File: src/rtl/core/phong_pkg.sv
package phong_pkg;

    // field widths of the pixel and color items
    localparam int VEC_W     = 16;
    localparam int CH_W      = 16;
    localparam int NUM_CH    = 3;
    localparam int RGB_W     = NUM_CH * CH_W;
    localparam int SHINE_W   = 6;
    localparam int COLOR_W   = 8;

    localparam logic [COLOR_W-1:0] COLOR_MAX = '1;

    // per-channel light scale products carried down the pipeline
    localparam int NUM_SC  = 3;
    localparam int SC_DIFF = 0;
    localparam int SC_SPEC = 1;
    localparam int SC_AMB  = 2;

    // configuration register indexes
    localparam int CFG_IDX_W = 1;

    typedef enum logic [CFG_IDX_W-1:0] {
        CFG_LIGHT   = 1'b0,
        CFG_AMBIENT = 1'b1
    } cfg_reg_t;

    typedef struct packed {
        logic signed [VEC_W-1:0] dir_x;
        logic signed [VEC_W-1:0] dir_y;
        logic signed [VEC_W-1:0] dir_z;
        logic signed [VEC_W-1:0] light_dir_x;
        logic signed [VEC_W-1:0] light_dir_y;
        logic signed [VEC_W-1:0] light_dir_z;
        logic signed [VEC_W-1:0] normal_x;
        logic signed [VEC_W-1:0] normal_y;
        logic signed [VEC_W-1:0] normal_z;
        logic [RGB_W-1:0]        diffuse_rgb;
        logic [RGB_W-1:0]        specular_rgb;
        logic [SHINE_W-1:0]      shininess;
    } pixel_t;

    typedef struct packed {
        logic [COLOR_W-1:0] red;
        logic [COLOR_W-1:0] green;
        logic [COLOR_W-1:0] blue;
    } color_t;

endpackage

File: src/rtl/core/phong_color.sv
module phong_color #(
    parameter int FRAC_BITS = 15
) (
    input  logic               clk,
    input  logic               rst_n,
    input  logic               en,
    input  logic               pow_valid,
    input  logic [FRAC_BITS:0] p,
    input  logic [FRAC_BITS+1+phong_pkg::NUM_CH*phong_pkg::NUM_SC*(2*phong_pkg::CH_W-FRAC_BITS)-1:0] side,
    output logic               shade_valid,
    output phong_pkg::color_t  shade
);
    import phong_pkg::*;

    localparam int U_W    = FRAC_BITS + 1;
    localparam int S_W    = 2 * CH_W - FRAC_BITS;
    localparam int SC_W   = NUM_CH * NUM_SC * S_W;
    localparam int SIDE_W = U_W + SC_W;
    localparam int P_W    = S_W + U_W;
    localparam int T_W    = S_W + 2;
    localparam int Y_W    = T_W + COLOR_W;

    logic [U_W-1:0]     ld_in;
    logic [S_W-1:0]     diff_in [NUM_CH];
    logic [S_W-1:0]     spec_in [NUM_CH];
    logic [S_W-1:0]     amb_in  [NUM_CH];
    logic [P_W-1:0]     diff_full [NUM_CH];
    logic [P_W-1:0]     spec_full [NUM_CH];

    logic               c1_valid_reg;
    logic [S_W-1:0]     c1_diff_reg [NUM_CH];
    logic [S_W-1:0]     c1_spec_reg [NUM_CH];
    logic [S_W-1:0]     c1_amb_reg  [NUM_CH];

    logic               c2_valid_reg;
    logic [T_W-1:0]     c2_tot_reg [NUM_CH];

    logic               c3_valid_reg;
    color_t             c3_color_reg;

    logic [Y_W-1:0]     y   [NUM_CH];
    logic [Y_W-1:0]     sh  [NUM_CH];
    logic [COLOR_W-1:0] byte_sat [NUM_CH];
    color_t             color_next;

    always_comb
    begin
        ld_in = side[SIDE_W-1 -: U_W];
        for (int c = 0; c < NUM_CH; c++)
        begin
            diff_in[c]   = side[(c*NUM_SC+SC_DIFF)*S_W +: S_W];
            spec_in[c]   = side[(c*NUM_SC+SC_SPEC)*S_W +: S_W];
            amb_in[c]    = side[(c*NUM_SC+SC_AMB)*S_W +: S_W];
            diff_full[c] = P_W'(diff_in[c]) * P_W'(ld_in);
            spec_full[c] = P_W'(spec_in[c]) * P_W'(p);
        end
    end

    // I * 255 as a shift and subtract, then saturate
    always_comb
    begin
        for (int c = 0; c < NUM_CH; c++)
        begin
            y[c]  = (Y_W'(c2_tot_reg[c]) << COLOR_W) - Y_W'(c2_tot_reg[c]);
            sh[c] = y[c] >> FRAC_BITS;
            byte_sat[c] = (sh[c] > Y_W'(COLOR_MAX)) ? COLOR_MAX : sh[c][COLOR_W-1:0];
        end
        color_next.red   = byte_sat[0];
        color_next.green = byte_sat[1];
        color_next.blue  = byte_sat[2];
    end

    always_ff @(posedge clk or negedge rst_n)
    begin
        if (!rst_n)
        begin
            c1_valid_reg <= 1'b0;
            c2_valid_reg <= 1'b0;
            c3_valid_reg <= 1'b0;
        end
        else if (en)
        begin
            c1_valid_reg <= pow_valid;
            c2_valid_reg <= c1_valid_reg;
            c3_valid_reg <= c2_valid_reg;
        end
    end

    always_ff @(posedge clk)
    begin
        if (en)
        begin
            for (int c = 0; c < NUM_CH; c++)
            begin
                c1_diff_reg[c] <= S_W'(diff_full[c] >> FRAC_BITS);
                c1_spec_reg[c] <= S_W'(spec_full[c] >> FRAC_BITS);
                c1_amb_reg[c]  <= amb_in[c];
                c2_tot_reg[c]  <= T_W'(c1_diff_reg[c]) + T_W'(c1_spec_reg[c])
                                  + T_W'(c1_amb_reg[c]);
            end
            c3_color_reg <= color_next;
        end
    end

    assign shade_valid = c3_valid_reg;
    assign shade       = c3_color_reg;

endmodule

File: config.mk
export PLATFORM = sky130hd
export DESIGN_NAME = phong_color
export DESIGN_NICKNAME = d
export VERILOG_FILES = /design/src/rtl/core/phong_pkg.sv /design/src/rtl/core/phong_color.sv
export SDC_FILE = /design/constraint.sdc
export NUM_CORES = 2
export LEC_CHECK = 0
export BUFFER_PORTS_ARGS = -buffer_cell sky130_fd_sc_hd__buf_2
export CAP_MARGIN = 25
export CORE_ASPECT_RATIO = 1.2
export CORE_UTILIZATION = 28
export CTS_BUF_LIST = sky130_fd_sc_hd__clkbuf_8
export CTS_CLUSTER_DIAMETER = 40
export DETAILED_ROUTE_END_ITERATION = 16
export HOLD_SLACK_MARGIN = 0.08
export PLACE_DENSITY = 0.45
export SYNTH_ARGS = -nofsm -noshare
export SYNTH_HDL_FRONTEND = slang
export SYNTH_SLANG_ARGS = --single-unit
File: constraint.sdc
create_clock -name clk -period 7.5 [get_ports clk]
set_input_delay 0.375 -clock clk [delete_from_list [all_inputs] [get_ports clk]]
set_output_delay 0.375 -clock clk [all_outputs]
set_load 0.02 [all_outputs]
== After elaboration in Yosys (flattened, before gate mapping) ==
Memories as Yosys holds them, arrays and structs flattened.
Cells that the tools add are included.

* Add/sub/neg operators: 9
* $mul: 6
* Magnitude comparators: 3
* Multiplexer cells: 2

{| class="wikitable"
|+ Operator list
! kind !! number
|-
| $mul A17 B16 Y32 || 6
|-
| $sub A27 B19 Y27 || 3
|-
| $add A18 B17 Y19 || 3
|-
| $add A17 B17 Y18 || 3
|-
| $gt A12 B8 Y1 const B || 3
|-
| $mux W1 || 2
|}

* Flip-flop bits (word level): 27
* Memory bits (writable): 210
* Input port bits: 189
* Output and inout bits: 25
* Memories: 4

{| class="wikitable"
|+ Memories
! memory !! depth !! bits a word !! rd ports !! clocked after Yosys merged registers in !! wr ports !! RTL line !! source
|-
| c2_tot_reg || 3 || 19 || 3 || 0 || 3 || phong_color.sv:36 || <nowiki>logic [T_W-1:0] c2_tot_reg [NUM_CH];</nowiki>
|-
| c1_amb_reg || 3 || 17 || 3 || 0 || 3 || phong_color.sv:33 || <nowiki>logic [S_W-1:0] c1_amb_reg [NUM_CH];</nowiki>
|-
| c1_diff_reg || 3 || 17 || 3 || 0 || 3 || phong_color.sv:31 || <nowiki>logic [S_W-1:0] c1_diff_reg [NUM_CH];</nowiki>
|-
| c1_spec_reg || 3 || 17 || 3 || 0 || 3 || phong_color.sv:32 || <nowiki>logic [S_W-1:0] c1_spec_reg [NUM_CH];</nowiki>
|}

== Depth between registers and ports, before layout ==
An unclocked memory read counts as a cell.

* Depth after elaboration: 3
* Mapped depth: 25
* Gate-level depth less buffers: 24

== Least setup slack after synthesis ==
No wires, ideal clock.

* Kind: input port to flip-flop
* From: input port p[7]
* To: memory c1_spec_reg[0][16] in the netlist's numbering (data pin)
* Arrival time: 6.206 ns
* Data required time: 7.240 ns
* Setup slack: 1.034 ns
* Stages on the path: 25
* Buffers on the path: 2
* Cells stage by stage: clkbuf_1 clkbuf_1 nand2_1 fa_1 inv_1 fa_1 inv_1 fa_1 inv_1 fa_1 fa_1 inv_1 fa_1 inv_1 ha_1 a21oi_1 nor2b_1 o21ai_1 nand2b_4 a311o_1 a211o_2 a2111o_1 a31oi_4 o21bai_2 xnor2_1

{| class="wikitable"
|+ RTL lines
! what !! RTL line !! source
|-
| start: declaration || phong_color.sv:8 || <nowiki>input logic [FRAC_BITS:0] p,</nowiki>
|-
| end: declaration || phong_color.sv:32 ||
|}

==> metrics.csv <==
metric;value;unit
status;completed;
setup repair after global routing missed its margin;no;
Die X-Extent;431;um
Num CTS Buffers;52;
CTS Root Cell;clkbuf_8;
Initial Utilization;28.2;%
commonest non-fill, non-tap cell in the layout;inv_1;
final slew viol count;0;
mean area per synthesized cell;9.51;um^2
clk_lat worst skew;0.68;ns
Setup Skew;0.0322;ns
die area;222000;um^2
postcts setup bufs;0;
final period utilization;84.7;%
worst path bufs/invs;5;
CP peak stage delay;0.55;ns
Synth Area in Simple Gates;15.8;%
WP data required;7.93;ns
CP startpoint kind;input port;
post-DP HPWL;138000;um
kind of critical path;input port to flop;
H-tree levels;2;
CP max stage cell;buf_2;
Final Setup Violations;0;
most frequent cells in the layout;1494 x inv_1, 1290 x fa_1, 959 x nand2_1;
clock slew at reported path FFs;0.05;ns
Post-Route WL;169000;um
most used cell, CP;fa_1;
Ys Warns;0;
Tmin final;6.35;ns
Core Footprint;219000;um^2
CTS Buffer Depth;3;
Port-buffer cells;213;
Synth Flop Type;edfxtp_1;
max reg flops;57;
share of layout cells above drive strength 1;6.01;%
cells after synthesis;6492;
post-route ant nets;0;
largest family of logic cells by synthesized area;adder cells;
adder-cell share of the synthesized area;55.4;%
XOR/XNOR Fraction of Synth Area;2.46;%
CTS tree;done;
Area growth syn-to-layout;9.86;%
CP endpoint kind;flop;
mux cell area share after synthesis;0.0730;%
Synth Area in Compound Gates;4.08;%
Post-synth ARST share;1.27;%
via/cell ratio;4.48;
max-cap viol count;0;
Seq/Total Area, Yosys;11.5;%
Arr. time, crit path;6.78;ns
number of synthesized flops with an enable pin;234;
Netlist cell types;75;
Die Y;516;um
final hold vios;0;
Rows;188;
GR Util All Layers;15.6;%
#FFs+latches synth;237;
largest net degree at the start of global routing;125;
Top Ports;214;
CP Cell Sequence;buf_2 -> nand2_1 -> fa_1 -> fa_1 -> fa_1 -> inv_1 -> fa_1 -> fa_1 -> inv_1 -> fa_1 -> inv_1 -> ha_1 -> a211o_1 -> a2111oi_0 -> o41ai_1 -> a21oi_1 -> buf_4 -> o21ai_1 -> a31oi_1 -> o2111ai_1 -> a21oi_1 -> xnor2_1;
critical path's top delay family;adder cells;
antenna violations before repair;20;
Hold Crit Class;input port to flop;
Worst-Margin Slew;0.947;ns
1st-iter DRT viols;1645;
first-pass GRT wire length;272000;um
CTS sink count;237;
Final Net Count;8780;
GPL Wtd Cong;0.840;
Max FO, Critical Path;21;
relative slew slack;36.9;%
via count;42700;
number of detailed-route iterations in the first pass;5;
TNS Setup;0;ns
maximum clock frequency;157;MHz
Avg WL per Cell;17.7;um
total grt overflow;0;
vias in the first global route;48400;
DRC viols;0;
Cell Area, Synth;61700;um^2
syn_nets;8640;
Filler cells;22900;
-- layer usage --
layer / part of all wire, % / global-route usage, % / wire length, um / up-vias
met1: 44 / 20.2 / 74500 / 22200
met2: 51 / 28.1 / 85400 / 648
met5: 0.074 / 0 / 125 / -
met4: 1.9 / 3.40 / 3170 / 22
met3: 3.1 / 1.45 / 5270 / 168
li1: - / - / - / 19700
-- cells in the mapped netlist (41+ instances only) --
cell type,instances,share of area [%]
a21o_1,50,0.61
a21oi_1,99,0.80
and2_1,742,7.5
clkbuf_1,270,1.6
edfxtp_1,234,11
fa_1,1290,42
ha_1,669,14
inv_1,1478,9.0
nand2_1,959,5.8
nor2_1,105,0.64
nor3_1,41,0.33
o21ai_0,67,0.54
xnor2_1,135,1.9
-- stage by stage --
stage	area, um^2	cells	util [%]	setup slack, ns	hold slack (ns)
final	67800	9527	31.0	1.15	0.376
after global routing	67800	9524	31.0	0.844	0.324
after CTS	67800	9522	31.0	1.22	0.283
after detailed placement	66200	9373	30.3	0.432	0.172
after global placement	66200	9373	30.3	0.449	0.170
after floorplan	61700	6492	-	1.03	0.0794
-- kinds of logic (layout without fill, tap and decap cells) --
group / after synthesis / in the layout
simple gates: 1997 / 1997
fa+ha+maj: 1959 / 1959
buf+inv: 1749 / 1929
compound gates: 373 / 373
flops: 237 / 237
xor+xnor: 173 / 173
mux: 4 / 4
other cells: 0 / 5
-- final timing paths --
path / from / end / slack, ns / depth (start not counted)
min in group asynchronous: rst_n / shade_valid$_DFFE_PN0P_ / 0.58 / 3
worst min register to register: c1_valid_reg$_DFFE_PN0P_ / c1_valid_reg$_DFFE_PN0P_ / 0.50 / 1
worst max-delay path: p[1] / c1_spec_reg[0][33]$_DFFE_PP_ / 1.15 / 22
max in group asynchronous: rst_n / c1_valid_reg$_DFFE_PN0P_ / 6.77 / 3
worst min-delay path: side[40] / c1_amb_reg[0][6]$_DFFE_PP_ / 0.38 / 2
worst max register to register: c1_diff_reg[0][1]$_DFFE_PP_ / c2_tot_reg[0][17]$_DFFE_PP_ / 3.64 / 14
-- layout make-up --
| cell class | instances | area, um^2 | share of cell area (%) |
|---|---|---|---|
| flip-flops and latches | 237 | 7100 | 10.5 |
| clock buffers | 53 | 729 | 1.08 |
| multi-input cells | 4506 | 48000 | 70.9 |
| inverters | 1478 | 5550 | 8.18 |
| diodes | 5 | 12.5 | 0.0185 |
| clock inverters | 41 | 313 | 0.461 |
| well taps | 2850 | 3570 | 5.26 |
| repair buffers | 357 | 2480 | 3.66 |
-- repair_timing --
item,4_1_cts,5_1_grt
hold endpoints to repair,60,0
hold buffers,55,0
gates resized for setup,0,0
setup endpoints to repair,0,0
Power is not shown: default switching activity piles up to over one toggle a cycle in this logic, so the estimate is an artifact.
